--- src/hw/rtl/eqd_pkg.sv ---
`timescale 1ns / 1ps
// ----------------------------------------------------------------------------
// eqd_pkg
// Shared constants, types and the arctangent table of the Euler to
// quaternion unit.
// ----------------------------------------------------------------------------
package eqd_pkg;

  localparam int TRIG_ITERATIONS_DEF = 16;
  localparam int OUT_FRAC_BITS_DEF   = 14;

  localparam int ANGLE_W  = 17;
  localparam int QUAT_W   = 16;
  localparam int TRIG_W   = 32;  // sine and cosine, Q30
  localparam int CORDIC_W = 34;  // CORDIC x, y and z
  localparam int COMP_W   = 34;  // unnormalized quaternion components, Q30
  localparam int SUM_W    = 64;
  localparam int NORM_W   = 32;
  localparam int ISQRT_STAGES = 32;
  localparam int COMBINE_STAGES = 5;

  localparam int HALF_CIRCLE_UNITS = 92160;
  localparam int QUADRANT_UNITS    = 23040;
  localparam int HALF_DEG_UNIT_Q30 = 73204;
  localparam int CORDIC_START_Q30  = 652032874;

  typedef enum logic [1:0] {
    QUAD_0,
    QUAD_1,
    QUAD_2,
    QUAD_3
  } quad_t;

  typedef struct packed {
    logic signed [TRIG_W-1:0] s;
    logic signed [TRIG_W-1:0] c;
  } sincos_t;

  // atan(2^-i) in Q30.
  function automatic logic [30:0] atan_q30(input int i);
    logic [30:0] v;
    case (i)
      0:  v = 31'd843314857;
      1:  v = 31'd497837829;
      2:  v = 31'd263043837;
      3:  v = 31'd133525159;
      4:  v = 31'd67021687;
      5:  v = 31'd33543516;
      6:  v = 31'd16775851;
      7:  v = 31'd8388437;
      8:  v = 31'd4194283;
      9:  v = 31'd2097149;
      10: v = 31'd1048575;
      11: v = 31'd524288;
      12: v = 31'd262144;
      13: v = 31'd131072;
      14: v = 31'd65536;
      15: v = 31'd32768;
      16: v = 31'd16384;
      17: v = 31'd8192;
      18: v = 31'd4096;
      19: v = 31'd2048;
      20: v = 31'd1024;
      21: v = 31'd512;
      22: v = 31'd256;
      23: v = 31'd128;
      default: v = '0;
    endcase
    return v;
  endfunction

endpackage

--- src/hw/rtl/eqd_cordic_lane.sv ---
`timescale 1ns / 1ps
// ----------------------------------------------------------------------------
// eqd_cordic_lane
// Sine and cosine of half an angle: quadrant reduction, radian conversion
// and a pipelined circular CORDIC, one iteration per stage.
// ----------------------------------------------------------------------------
module eqd_cordic_lane #(
  parameter int TRIG_ITERATIONS = eqd_pkg::TRIG_ITERATIONS_DEF
) (
  input  logic                                clk,
  input  logic                                en,
  input  logic signed [eqd_pkg::ANGLE_W-1:0]  angle,
  output eqd_pkg::sincos_t                    sc
);

  localparam int CW = eqd_pkg::CORDIC_W;

  logic signed [eqd_pkg::ANGLE_W:0] wrapped;
  logic [eqd_pkg::ANGLE_W-1:0]      p;
  eqd_pkg::quad_t                   quad_a;
  logic [14:0]                      rem_a;
  eqd_pkg::quad_t                   quad_c;
  logic [14:0]                      rem_c;

  logic signed [CW-1:0] x_r [0:TRIG_ITERATIONS];
  logic signed [CW-1:0] y_r [0:TRIG_ITERATIONS];
  logic signed [CW-1:0] z_r [0:TRIG_ITERATIONS];
  eqd_pkg::quad_t       quad_r [0:TRIG_ITERATIONS];

  // The half angle in 1/256 degree is the raw input; wrap it into one turn.
  always_comb begin
    wrapped = (eqd_pkg::ANGLE_W+1)'(angle) +
              (eqd_pkg::ANGLE_W+1)'(eqd_pkg::HALF_CIRCLE_UNITS);
    p = angle[eqd_pkg::ANGLE_W-1] ? wrapped[eqd_pkg::ANGLE_W-1:0]
                                  : angle[eqd_pkg::ANGLE_W-1:0];
    if (p >= eqd_pkg::ANGLE_W'(3 * eqd_pkg::QUADRANT_UNITS)) begin
      quad_c = eqd_pkg::QUAD_3;
      rem_c  = 15'(p - eqd_pkg::ANGLE_W'(3 * eqd_pkg::QUADRANT_UNITS));
    end else if (p >= eqd_pkg::ANGLE_W'(2 * eqd_pkg::QUADRANT_UNITS)) begin
      quad_c = eqd_pkg::QUAD_2;
      rem_c  = 15'(p - eqd_pkg::ANGLE_W'(2 * eqd_pkg::QUADRANT_UNITS));
    end else if (p >= eqd_pkg::ANGLE_W'(eqd_pkg::QUADRANT_UNITS)) begin
      quad_c = eqd_pkg::QUAD_1;
      rem_c  = 15'(p - eqd_pkg::ANGLE_W'(eqd_pkg::QUADRANT_UNITS));
    end else begin
      quad_c = eqd_pkg::QUAD_0;
      rem_c  = 15'(p);
    end
  end

  always_ff @(posedge clk) begin
    if (en) begin
      quad_a    <= quad_c;
      rem_a     <= rem_c;
      quad_r[0] <= quad_a;
      x_r[0]    <= CW'(eqd_pkg::CORDIC_START_Q30);
      y_r[0]    <= '0;
      z_r[0]    <= CW'(rem_a) * CW'(eqd_pkg::HALF_DEG_UNIT_Q30);
    end
  end

  for (genvar i = 0; i < TRIG_ITERATIONS; i++) begin : g_iter
    localparam logic signed [CW-1:0] ATAN = CW'(eqd_pkg::atan_q30(i));
    always_ff @(posedge clk) begin
      if (en) begin
        quad_r[i+1] <= quad_r[i];
        if (!z_r[i][CW-1]) begin
          x_r[i+1] <= x_r[i] - (y_r[i] >>> i);
          y_r[i+1] <= y_r[i] + (x_r[i] >>> i);
          z_r[i+1] <= z_r[i] - ATAN;
        end else begin
          x_r[i+1] <= x_r[i] + (y_r[i] >>> i);
          y_r[i+1] <= y_r[i] - (x_r[i] >>> i);
          z_r[i+1] <= z_r[i] + ATAN;
        end
      end
    end
  end

  always_ff @(posedge clk) begin
    if (en) begin
      case (quad_r[TRIG_ITERATIONS])
        eqd_pkg::QUAD_0: begin
          sc.s <= eqd_pkg::TRIG_W'(y_r[TRIG_ITERATIONS]);
          sc.c <= eqd_pkg::TRIG_W'(x_r[TRIG_ITERATIONS]);
        end
        eqd_pkg::QUAD_1: begin
          sc.s <= eqd_pkg::TRIG_W'(x_r[TRIG_ITERATIONS]);
          sc.c <= eqd_pkg::TRIG_W'(-y_r[TRIG_ITERATIONS]);
        end
        eqd_pkg::QUAD_2: begin
          sc.s <= eqd_pkg::TRIG_W'(-y_r[TRIG_ITERATIONS]);
          sc.c <= eqd_pkg::TRIG_W'(-x_r[TRIG_ITERATIONS]);
        end
        default: begin
          sc.s <= eqd_pkg::TRIG_W'(-x_r[TRIG_ITERATIONS]);
          sc.c <= eqd_pkg::TRIG_W'(y_r[TRIG_ITERATIONS]);
        end
      endcase
    end
  end

endmodule

--- config.mk ---
export PLATFORM = sky130hd
export DESIGN_NAME = eqd_cordic_lane
export DESIGN_NICKNAME = d
export VERILOG_FILES = /design/src/hw/rtl/eqd_pkg.sv /design/src/hw/rtl/eqd_cordic_lane.sv
export SDC_FILE = /design/constraint.sdc
export NUM_CORES = 2
export LEC_CHECK = 0
export ABC_CLOCK_PERIOD_IN_PS = 11900
export BUFFER_PORTS_ARGS = -buffer_cell sky130_fd_sc_hd__clkbuf_2
export CORE_ASPECT_RATIO = 0.6
export CORE_MARGIN = 2
export CORE_UTILIZATION = 45
export DETAILED_ROUTE_END_ITERATION = 8
export MAX_ROUTING_LAYER = met4
export PLACE_DENSITY = 0.61
export SYNTH_ARGS = -nofsm -noshare
export SYNTH_HDL_FRONTEND = slang
export SYNTH_SLANG_ARGS = --single-unit
--- constraint.sdc ---
create_clock -name clk -period 11.9 [get_ports clk]
set_input_delay 3.57 -clock clk [delete_from_list [all_inputs] [get_ports clk]]
set_output_delay 3.57 -clock clk [all_outputs]
set_load 0.05 [all_outputs]
==> metrics <==
crit share post-route=0.735; max-cap violation count=0; hold-fix buffers at CTS=0; number of register bits inferred by synthesis=1,494; effective utilization at floorplan=0.452; # IOs=83; number of levels in the clock H-tree=4; element type at the critical path start=input pin; maximum fanout along the worst path=70; via count=101,000; maximum number of pins on one net before global-route repair=145; cell with the most instances after synthesis=sky130_fd_sc_hd__edfxtp_1; number of buffers added by the clock tree synthesis step=173; synthesized area divided by synthesized cell count=9.66 sq um; master cell of the clock root buffer=sky130_fd_sc_hd__clkbuf_16; number of I/O port buffers=82; First-pass DRT Iterations=9; final count of hold timing violations=0; overall global routing resource usage=0.266; initial antenna violation count=18; core region area=279,000 sq um; max frequency=114 MHz; RSZ-0062 raised after global routing=false; clock latency at the later pin of the worst-skew pair=0.88 ns; part of the Yosys area used for sequential elements=0.356; count of distinct cell types in the synthesized netlist=90; Die Span X=687 um; average vias per placed instance=5.96; number of buffers on the longest clock path=4; global placement routability congestion=0.975; Mapped Cells=13,000; number of routed nets with antenna violations=0; share of async-settable or async-resettable flops after synthesis=0; commonest cells in the synthesized netlist=sky130_fd_sc_hd__edfxtp_1, sky130_fd_sc_hd__ha_1, sky130_fd_sc_hd__a21oi_1, sky130_fd_sc_hd__xnor2_1, sky130_fd_sc_hd__nor2_1; final-stage net count=14,700; number of enable flip-flop cells after synthesis=1,494; number of placement rows=150; residual overflow from global routing=0; setup bufs post-CTS=0; Tmin final=8.75 ns; # resized after CTS=0; DPL Wire Length=300 mm; sequential cell area in the final layout=44,900 sq um; Setup TNS=0 ns; vias in the first global route=93,600; proportion of netlist area held by the largest area contributor=0.356; largest area contributor in the synthesized netlist=sky130_fd_sc_hd__edfxtp_1; die height=414 um; max-slew violations=0; setup skew after layout=0.0746 ns; Ys Warns=0; transition at the pin with the smallest max-transition slack=1.31 ns; global-route wire length before repair=573 mm; final core area utilization=0.490; TritonCTS clock tree=yes; netlist area before placement=126,000 sq um; DRT iter0 DRCs=11,700; total die area=284,000 sq um; # DRC=0; Area Growth Syn to Fin=8.46%; main flop type after synthesis=sky130_fd_sc_hd__edfxtp_1; arrival time reported for the critical path endpoint=9.32 ns; worst slew slack as a fraction of its limit=0.112; total area of multi-input combinational cells=77,700 sq um; detail-routed net length per standard cell=22.0 um; data required time of the critical path=12.47 ns; final wirelength=375 mm; category of the most critical setup path=input pin to flip-flop; clock-pin transition on the worst setup and hold timing paths=0.08 ns; layout cells sized above 1=0.0459; nature of the critical path endpoint=flip-flop; outcome=completed; Fill cells=25,600; Setup Viol. Count Final=0; hold crit path type=flip-flop to flip-flop; Sinks on Clock Net=1,494; top area cells in the synthesized netlist=sky130_fd_sc_hd__edfxtp_1, sky130_fd_sc_hd__ha_1, sky130_fd_sc_hd__xnor2_1
[sequential cells by signal, indices dropped and copies added, names as in the netlist]
| name | flops |
|---|---|
| z_r | 432 |
| quad_a | 2 |
| x_r | 473 |
| quad_r | 34 |
| sc | 64 |
| y_r | 474 |
| rem_a | 15 |
[critical path: stages]
cell and delay [ns]:
sky130_fd_sc_hd__buf_12 0.42, sky130_fd_sc_hd__nand2_1 0.11, sky130_fd_sc_hd__buf_4 0.32, sky130_fd_sc_hd__inv_2 0.40
sky130_fd_sc_hd__buf_4 0.51, sky130_fd_sc_hd__nor2_1 0.10, sky130_fd_sc_hd__xnor2_1 0.19, sky130_fd_sc_hd__ha_1 0.29
sky130_fd_sc_hd__a21o_1 0.20, sky130_fd_sc_hd__a21oi_1 0.23, sky130_fd_sc_hd__o21bai_1 0.15, sky130_fd_sc_hd__o311a_1 0.37
sky130_fd_sc_hd__o31a_1 0.31, sky130_fd_sc_hd__o41ai_1 0.60, sky130_fd_sc_hd__o221a_2 0.38, sky130_fd_sc_hd__o21ai_0 0.25
sky130_fd_sc_hd__a211oi_1 0.46, sky130_fd_sc_hd__a22oi_1 0.15, sky130_fd_sc_hd__xor2_1 0.16
[kinds of logic (layout without fill, tap and decap cells)]
kind of cell    count (synthesis)  in the layout  share of synthesized area
compound gates               3810           3810                      0.191
xor+xnor                     1795           1795                      0.125
fa+ha+maj                    1543           1543                      0.161
buf+inv                       887           1126                     0.0265
flops                        1494           1494                      0.356
mux                           113            113                     0.0106
other cells                     1              6                  0.0000298
simple gates                 3394           3394                      0.130
[stage by stage]
stage,setup WS (ns),hold WS (ns),cells,instance area (sq um)
2_1_floorplan,3.59,0.400,13000,126000
3_3_place_gp,2.36,0.407,16700,131000
3_5_place_dp,2.40,0.405,16700,131000
4_1_cts,3.26,0.398,17000,137000
5_1_grt,2.83,0.411,17000,137000
6_report,3.15,0.418,17000,137000
[path summary, 6_finish.rpt]
check	startpoint	end	slack [ns]	cells past startpoint
worst max-delay path	en	y_r[4][32]	3.15	19
worst min-delay path	quad_r[0][10]	quad_r[0][12]	0.42	0
worst max register to register	rem_a[8]	z_r[0][30]	5.09	20
worst min register to register	quad_r[0][10]	quad_r[0][12]	0.42	0
[cells in the final DEF, fill, tap and decap left out, drive strengths merged, types with 131 or more instances in the layout]
cell type / synthesis / final
edfxtp: 1494 / 1494
ha: 1412 / 1412
a21oi: 1288 / 1288
xnor2: 1215 / 1215
nor2: 1047 / 1047
nand2: 758 / 758
o21ai: 718 / 718
inv: 652 / 661
xor2: 580 / 580
a21o: 549 / 549
nor3: 347 / 347
clkbuf: 199 / 270
nand2b: 246 / 246
o21a: 235 / 235
nand3: 202 / 202
nor2b: 161 / 161
o21bai: 158 / 158
fa: 131 / 131
[routing by layer]
layer	vias up	global-route usage	wire (um)
met5	-	-	0
met4	0	0.0355	4630
met3	327	0.0463	34800
met2	3737	0.327	133000
met1	49000	0.443	202000
li1	48400	-	-
[final cells by class]
cell class | count | share of cell area
Sequential cell | 1494 | 0.328
Timing Repair Buffer | 166 | 0.00791
Clock inverter | 116 | 0.00980
Clock buffer | 189 | 0.0324
Multi-Input combinational cell | 10700 | 0.569
Tap cell | 3724 | 0.0341
Antenna cell | 4 | 0.0000733
Inverter | 655 | 0.0180
Power is not shown: default switching activity piles up to over one toggle a cycle in this logic, so the estimate is an artifact.
