[src/hw/rtl/eqd_pkg.sv]
`timescale 1ns / 1ps
// ----------------------------------------------------------------------------
// eqd_pkg
// Shared constants, types and the arctangent table of the Euler to
// quaternion unit.
// ----------------------------------------------------------------------------
package eqd_pkg;

  localparam int TRIG_ITERATIONS_DEF = 16;
  localparam int OUT_FRAC_BITS_DEF   = 14;

  localparam int ANGLE_W  = 17;
  localparam int QUAT_W   = 16;
  localparam int TRIG_W   = 32;  // sine and cosine, Q30
  localparam int CORDIC_W = 34;  // CORDIC x, y and z
  localparam int COMP_W   = 34;  // unnormalized quaternion components, Q30
  localparam int SUM_W    = 64;
  localparam int NORM_W   = 32;
  localparam int ISQRT_STAGES = 32;
  localparam int COMBINE_STAGES = 5;

  localparam int HALF_CIRCLE_UNITS = 92160;
  localparam int QUADRANT_UNITS    = 23040;
  localparam int HALF_DEG_UNIT_Q30 = 73204;
  localparam int CORDIC_START_Q30  = 652032874;

  typedef enum logic [1:0] {
    QUAD_0,
    QUAD_1,
    QUAD_2,
    QUAD_3
  } quad_t;

  typedef struct packed {
    logic signed [TRIG_W-1:0] s;
    logic signed [TRIG_W-1:0] c;
  } sincos_t;

  // atan(2^-i) in Q30.
  function automatic logic [30:0] atan_q30(input int i);
    logic [30:0] v;
    case (i)
      0:  v = 31'd843314857;
      1:  v = 31'd497837829;
      2:  v = 31'd263043837;
      3:  v = 31'd133525159;
      4:  v = 31'd67021687;
      5:  v = 31'd33543516;
      6:  v = 31'd16775851;
      7:  v = 31'd8388437;
      8:  v = 31'd4194283;
      9:  v = 31'd2097149;
      10: v = 31'd1048575;
      11: v = 31'd524288;
      12: v = 31'd262144;
      13: v = 31'd131072;
      14: v = 31'd65536;
      15: v = 31'd32768;
      16: v = 31'd16384;
      17: v = 31'd8192;
      18: v = 31'd4096;
      19: v = 31'd2048;
      20: v = 31'd1024;
      21: v = 31'd512;
      22: v = 31'd256;
      23: v = 31'd128;
      default: v = '0;
    endcase
    return v;
  endfunction

endpackage

[src/hw/rtl/eqd_div_lane.sv]
`timescale 1ns / 1ps
// ----------------------------------------------------------------------------
// eqd_div_lane
// Scales one component by 2^OUT_FRAC_BITS / norm with round half away from
// zero and saturation, by restoring division, one quotient bit per stage.
// ----------------------------------------------------------------------------
module eqd_div_lane #(
  parameter int OUT_FRAC_BITS = eqd_pkg::OUT_FRAC_BITS_DEF
) (
  input  logic                               clk,
  input  logic                               en,
  input  logic signed [eqd_pkg::COMP_W-1:0]  comp,
  input  logic [eqd_pkg::NORM_W-1:0]         norm,
  output logic [eqd_pkg::QUAT_W-1:0]         quat,
  output logic                               zero
);

  localparam int F  = OUT_FRAC_BITS;
  localparam int DW = F + 35;
  localparam int QW = F + 1;
  localparam logic [QW-1:0] ONE_Q = QW'(1) << F;

  logic [eqd_pkg::COMP_W-1:0] mag;
  logic [DW-1:0]              num;

  logic [DW-1:0]              r_r   [0:F+1];
  logic [QW-1:0]              q_r   [0:F+1];
  logic [eqd_pkg::NORM_W-1:0] dvs_r [0:F+1];
  logic                       neg_r [0:F+1];
  logic                       sat_r [0:F+1];
  logic                       zero_r[0:F+1];

  logic [QW-1:0]              qv;
  logic signed [31:0]         res;

  always_comb begin
    mag = comp[eqd_pkg::COMP_W-1] ? eqd_pkg::COMP_W'(-comp) : comp;
    num = (DW'(mag) << F) + DW'(norm >> 1);
  end

  always_ff @(posedge clk) begin
    if (en) begin
      r_r[0]    <= num;
      q_r[0]    <= '0;
      dvs_r[0]  <= norm;
      neg_r[0]  <= comp[eqd_pkg::COMP_W-1];
      // A quotient of 2^(F+1) or more saturates regardless of its low bits.
      sat_r[0]  <= num >= (DW'(norm) << (F + 1));
      zero_r[0] <= norm == '0;
    end
  end

  for (genvar j = 0; j <= F; j++) begin : g_bit
    localparam int B = F - j;
    logic [DW-1:0] shifted;
    assign shifted = DW'(dvs_r[j]) << B;

    always_ff @(posedge clk) begin
      if (en) begin
        dvs_r[j+1]  <= dvs_r[j];
        neg_r[j+1]  <= neg_r[j];
        sat_r[j+1]  <= sat_r[j];
        zero_r[j+1] <= zero_r[j];
        if (r_r[j] >= shifted) begin
          r_r[j+1] <= r_r[j] - shifted;
          q_r[j+1] <= q_r[j] | (QW'(1) << B);
        end else begin
          r_r[j+1] <= r_r[j];
          q_r[j+1] <= q_r[j];
        end
      end
    end
  end

  always_comb begin
    qv  = (sat_r[F+1] || q_r[F+1] > ONE_Q) ? ONE_Q : q_r[F+1];
    res = neg_r[F+1] ? -$signed(32'(qv)) : $signed(32'(qv));
  end

  always_ff @(posedge clk) begin
    if (en) begin
      quat <= res[eqd_pkg::QUAT_W-1:0];
      zero <= zero_r[F+1];
    end
  end

endmodule

[config.mk]
export PLATFORM = sky130hd
export DESIGN_NAME = eqd_div_lane
export DESIGN_NICKNAME = d
export VERILOG_FILES = /design/src/hw/rtl/eqd_pkg.sv /design/src/hw/rtl/eqd_div_lane.sv
export SDC_FILE = /design/constraint.sdc
export NUM_CORES = 2
export LEC_CHECK = 0
export ABC_AREA = 0
export CORE_AREA = 5 5 377 379
export CTS_CLUSTER_SIZE = 25
export DETAILED_ROUTE_END_ITERATION = 12
export DIE_AREA = 0 0 382 384
export DONT_BUFFER_PORTS = 1
export PLACE_DENSITY_LB_ADDON = 0.2
export SYNTH_ARGS = -nofsm -noshare
export SYNTH_HDL_FRONTEND = slang
export SYNTH_SLANG_ARGS = --single-unit
export TNS_END_PERCENT = 20
[constraint.sdc]
create_clock -name clk -period 8.84 [get_ports clk]
set_input_delay 1.326 -clock clk [delete_from_list [all_inputs] [get_ports clk]]
set_output_delay 1.326 -clock clk [all_outputs]
set_load 0.05 [all_outputs]
==> flow_metrics.py <==
metrics = {
    "logic_synthesis": {
        "netlist-cell-type-count": 104,
        "synth.top_cell.area_share_pct": 53.3,
        "number_of_synthesized_flops_with_an_enable_pin": 1386,
        "post_synth_instance_area_sq_um": 78100,
        "postSynth.asyncResetShare_pct": 0,
        "postSynthNetCount": 7736,
        "yosysWarningCount": 0,
        "post_synth_inst_count": 7121,
        "yosys_register_bits": 1386,
        "synthDominantAreaCellType": "sky130_fd_sc_hd__edfxtp_1",
        "netlist_top_cells_area": "sky130_fd_sc_hd__edfxtp_1 (53%), sky130_fd_sc_hd__ha_1 (8.5%), sky130_fd_sc_hd__xnor2_1 (3.5%)",
        "syn_area_per_cell_sq_um": 11.0,
        "synth_flop_type": "sky130_fd_sc_hd__edfxtp_1",
        "synth_sequential_area_ratio_pct": 53.3,
    },
    "floorplan": {
        "die_w_um": 382,
        "placementRows": 137,
        "dieArea_sq_um": 147000,
        "die_h_um": 384,
        "io_pins": 85,
        "core_area_sq_um": 139000,
        "initial_utilization_pct": 56.4,
    },
    "cts": {
        "clock_tree.buffer_depth": 3,
        "post_cts_setup_buffers": 0,
        "hold_buffers": 0,
        "cts_tree": "yes",
        "cts-htree-levels": 4,
        "cts.root.buffer_cell": "sky130_fd_sc_hd__clkbuf_16",
        "post_cts_resize_count": 0,
        "total_number_of_clock_tree_sinks": 1386,
        "clkLatencyLatePin_ns": 0.82,
        "clkTransAtPathRegs_ns": 0.06,
        "cts-buffers-inserted": 150,
    },
    "detailed_routing": {
        "firstDrtPassIters": 6,
        "avgRoutedWirePerCell_um": 20.3,
        "drt_drc_violations_left": 0,
        "detail-route-antenna-nets": 0,
        "drtIter0Drc": 3765,
        "wl_final_um": 184000,
        "vias": 53745,
        "route.detailed.vias_per_inst": 5.93,
    },
    "timing": {
        "finClkSkew_ns": 0.0510,
        "timing.final.crit_share_pct": 69.9,
        "max_slew_margin_pct": 16.2,
        "timing_worst_slew_pin_value_ns": 1.25,
        "layout_setup_ws_ns": 2.66,
        "rsz_0062_raised_after_global_routing": "no",
        "period_needed_ns": 6.18,
        "setup_tns_ns": 0,
        "fmax_ghz": 0.162,
        "hold_violations": 0,
        "final_max_slew_viol_count": 0,
        "timing.final.setup_violations": 0,
    },
    "pwr": {
        "comb_power_share_pct": 38.5,
        "sequentialPowerShare_pct": 38.2,
        "netSwitchingFraction_pct": 35.9,
        "vdd.ir_drop.worst_uv": 198,
        "power.density_cell_area_nw_per_um2": 318,
        "totalPowerFinal_mw": 27.1,
        "total_switching_power_mw": 9.71,
        "clkPwrFrac_pct": 23.2,
        "leakagePower_nw": 33.2,
        "cell_internal_pwr_mw": 17.4,
    },
    "cells_and_area": {
        "drive_gt1_share_pct": 5.51,
        "area_growth_pct": 8.95,
        "postLayoutCoreUtil_pct": 61.4,
        "finalNetCount": 7745,
        "multi_input_comb_area_sq_um": 33400,
        "fin_cells": 9064,
        "num-fill-cells": 10983,
        "total_area_of_sequential_cells_sq_um": 41600,
    },
    "global_routing": {
        "initial_antenna_violation_count": 1,
        "grt_pass1_wl_um": 290000,
        "grt_use_total_pct": 25.0,
        "via_count_of_the_first_global_routing_pass": 53352,
        "grt_start_max_net_pins": 181,
        "grt_overflow": 0,
    },
    "worst_hold_path": {
        "timing.hold.worst.class": "flop to flop",
    },
    "place": {
        "placement.setup.worst_slack_ns": 1.93,
        "port_buffers": 0,
        "placed_cells_incl_taps": 8785,
        "gpl.final_weighted_congestion": 0.956,
        "dpl_wire_length_um": 142000,
    },
    "critical_path": {
        "critPathCaptureType": "flop",
        "crit_path_start_kind": "input port",
        "critical_path_class": "input port to flop",
        "path_max_fanout": 5,
        "worst_ep_required_time_ns": 9.39,
        "cp.arrival_ns": 6.73,
    },
    "run": {
        "number_of_max_cap_violations": 0,
    },
    "run_status": {
        "outcome": "finished clean",
    },
}
## cells by family (layout without fill, tap and decap cells)
family	count (synthesis)	in the layout	share of synthesized area [%]
adders and majority gates	547	547	8.91
muxes	55	55	0.784
buffers and inverters	832	965	4.06
and+or+nand+nor	1903	1903	12.0
AOI/OAI and AO/OA	1836	1836	14.7
other	1	4	0.00480
DFF	1386	1386	53.3
xor gates and xnor gates	561	561	6.29
## layout make-up
| cell class | count | share of cell area [%] |
|---|---|---|
| Tap cell | 1807 | 2.66 |
| Sequential cell | 1386 | 48.9 |
| Inverter | 649 | 2.86 |
| Clock inverter | 98 | 1.36 |
| Multi-Input combinational cell | 4903 | 39.2 |
| Timing Repair Buffer | 40 | 0.406 |
| Antenna cell | 3 | 0.00883 |
| Clock buffer | 178 | 4.54 |
## worst paths after layout
path / startpoint / endpoint / slack (ns) / cells after the start
worst max-delay path: comp[5] / sat_r[0][0]$_DFFE_PP_ / 2.66 / 21
worst max register to register: r_r[0][303]$_DFFE_PP_ / r_r[0][357]$_DFFE_PP_ / 3.88 / 11
worst min register to register: q_r[14][14]$_DFFE_PP_ / q_r[15][14]$_DFFE_PP_ / 0.41 / 0
worst min-delay path: q_r[14][14]$_DFFE_PP_ / q_r[15][14]$_DFFE_PP_ / 0.41 / 0
## critical path: stages
cell	delay, ns
sky130_fd_sc_hd__or4_1	0.59
sky130_fd_sc_hd__or3_1	0.41
sky130_fd_sc_hd__o21ai_0	0.22
sky130_fd_sc_hd__xnor2_1	0.09
sky130_fd_sc_hd__ha_1	0.37
sky130_fd_sc_hd__nand3_1	0.12
sky130_fd_sc_hd__o31ai_1	0.51
sky130_fd_sc_hd__a311o_1	0.33
sky130_fd_sc_hd__o2111ai_1	0.32
sky130_fd_sc_hd__a22o_1	0.34
sky130_fd_sc_hd__a22oi_1	0.24
sky130_fd_sc_hd__xnor2_1	0.22
sky130_fd_sc_hd__ha_1	0.31
sky130_fd_sc_hd__a21oi_1	0.14
sky130_fd_sc_hd__nor2b_1	0.06
sky130_fd_sc_hd__o21ai_0	0.14
sky130_fd_sc_hd__nand2_1	0.07
sky130_fd_sc_hd__o21ai_0	0.15
sky130_fd_sc_hd__a31oi_1	0.10
sky130_fd_sc_hd__a2111o_1	0.39
sky130_fd_sc_hd__a211o_1	0.27
## cells in the final DEF (no fill, tap or decap), types with 75 or more instances in the layout
cell type and n:
sky130_fd_sc_hd__a21o_1 243, sky130_fd_sc_hd__inv_1 645, sky130_fd_sc_hd__nor2_1 451, sky130_fd_sc_hd__clkbuf_16 150, sky130_fd_sc_hd__ha_1 532, sky130_fd_sc_hd__edfxtp_1 1386
sky130_fd_sc_hd__xnor2_1 311, sky130_fd_sc_hd__nand4_1 86, sky130_fd_sc_hd__nor4_1 75, sky130_fd_sc_hd__o21ai_0 530, sky130_fd_sc_hd__nand2b_1 94, sky130_fd_sc_hd__nand2_1 603
sky130_fd_sc_hd__a21oi_1 518, sky130_fd_sc_hd__xor2_1 250, sky130_fd_sc_hd__nand3_1 122, sky130_fd_sc_hd__nor3_1 115
## power by group through the flow
stage	registers, mW	clock network, mW	logic, mW
2_1_floorplan	10.0	0	8.02
3_3_place_gp	10.5	0	10.1
3_5_place_dp	10.5	0	10.3
4_1_cts	10.3	6.43	10.4
5_1_grt	10.5	6.73	11.6
6_report	10.4	6.29	10.4
## state kept, by name (all words and copies together) (netlist names)
register and flops:
zero 1, quat 16, dvs_r 480, r_r 721, sat_r 16, neg_r 16
q_r 120, zero_r 16
## routing by layer
| metal | part of all wire [%] | global-route usage, % | up-vias |
|---|---|---|---|
| met3 | 3.9 | 3.35 | 440 |
| met4 | 5.7 | 13.0 | 0 |
| met5 | 0 | 0 | - |
| met2 | 52 | 46.1 | 1319 |
| met1 | 39 | 28.3 | 25809 |
| li1 | - | - | 26177 |
## metrics by stage
stage / instance area (sq um) / hold WS (ns)
3_3_place_gp: 80000 / 0.400
2_1_floorplan: 78100 / 0.400
3_5_place_dp: 80000 / 0.405
4_1_cts: 85000 / 0.413
5_1_grt: 85000 / 0.418
6_report: 85000 / 0.413
## synthesized netlist by cell type, types with 32 or more instances
master	n
sky130_fd_sc_hd__nor2_1	451
sky130_fd_sc_hd__nor4_1	77
sky130_fd_sc_hd__xor2_1	250
sky130_fd_sc_hd__a21o_1	244
sky130_fd_sc_hd__o21bai_1	49
sky130_fd_sc_hd__nor2b_1	73
sky130_fd_sc_hd__edfxtp_1	1386
sky130_fd_sc_hd__a31oi_1	53
sky130_fd_sc_hd__nand3_1	122
sky130_fd_sc_hd__o21ai_0	530
sky130_fd_sc_hd__inv_1	645
sky130_fd_sc_hd__or4_1	32
sky130_fd_sc_hd__nand4_1	86
sky130_fd_sc_hd__nor3_1	115
sky130_fd_sc_hd__ha_1	532
sky130_fd_sc_hd__a21oi_1	518
sky130_fd_sc_hd__nand2b_1	94
sky130_fd_sc_hd__xnor2_1	311
sky130_fd_sc_hd__or3_1	38
sky130_fd_sc_hd__o31ai_1	58
sky130_fd_sc_hd__and3_1	43
sky130_fd_sc_hd__a211oi_1	48
sky130_fd_sc_hd__o21a_1	69
sky130_fd_sc_hd__mux2_2	49
sky130_fd_sc_hd__clkbuf_1	148
sky130_fd_sc_hd__nand2_1	603
Power figures use the tool's default switching activity.
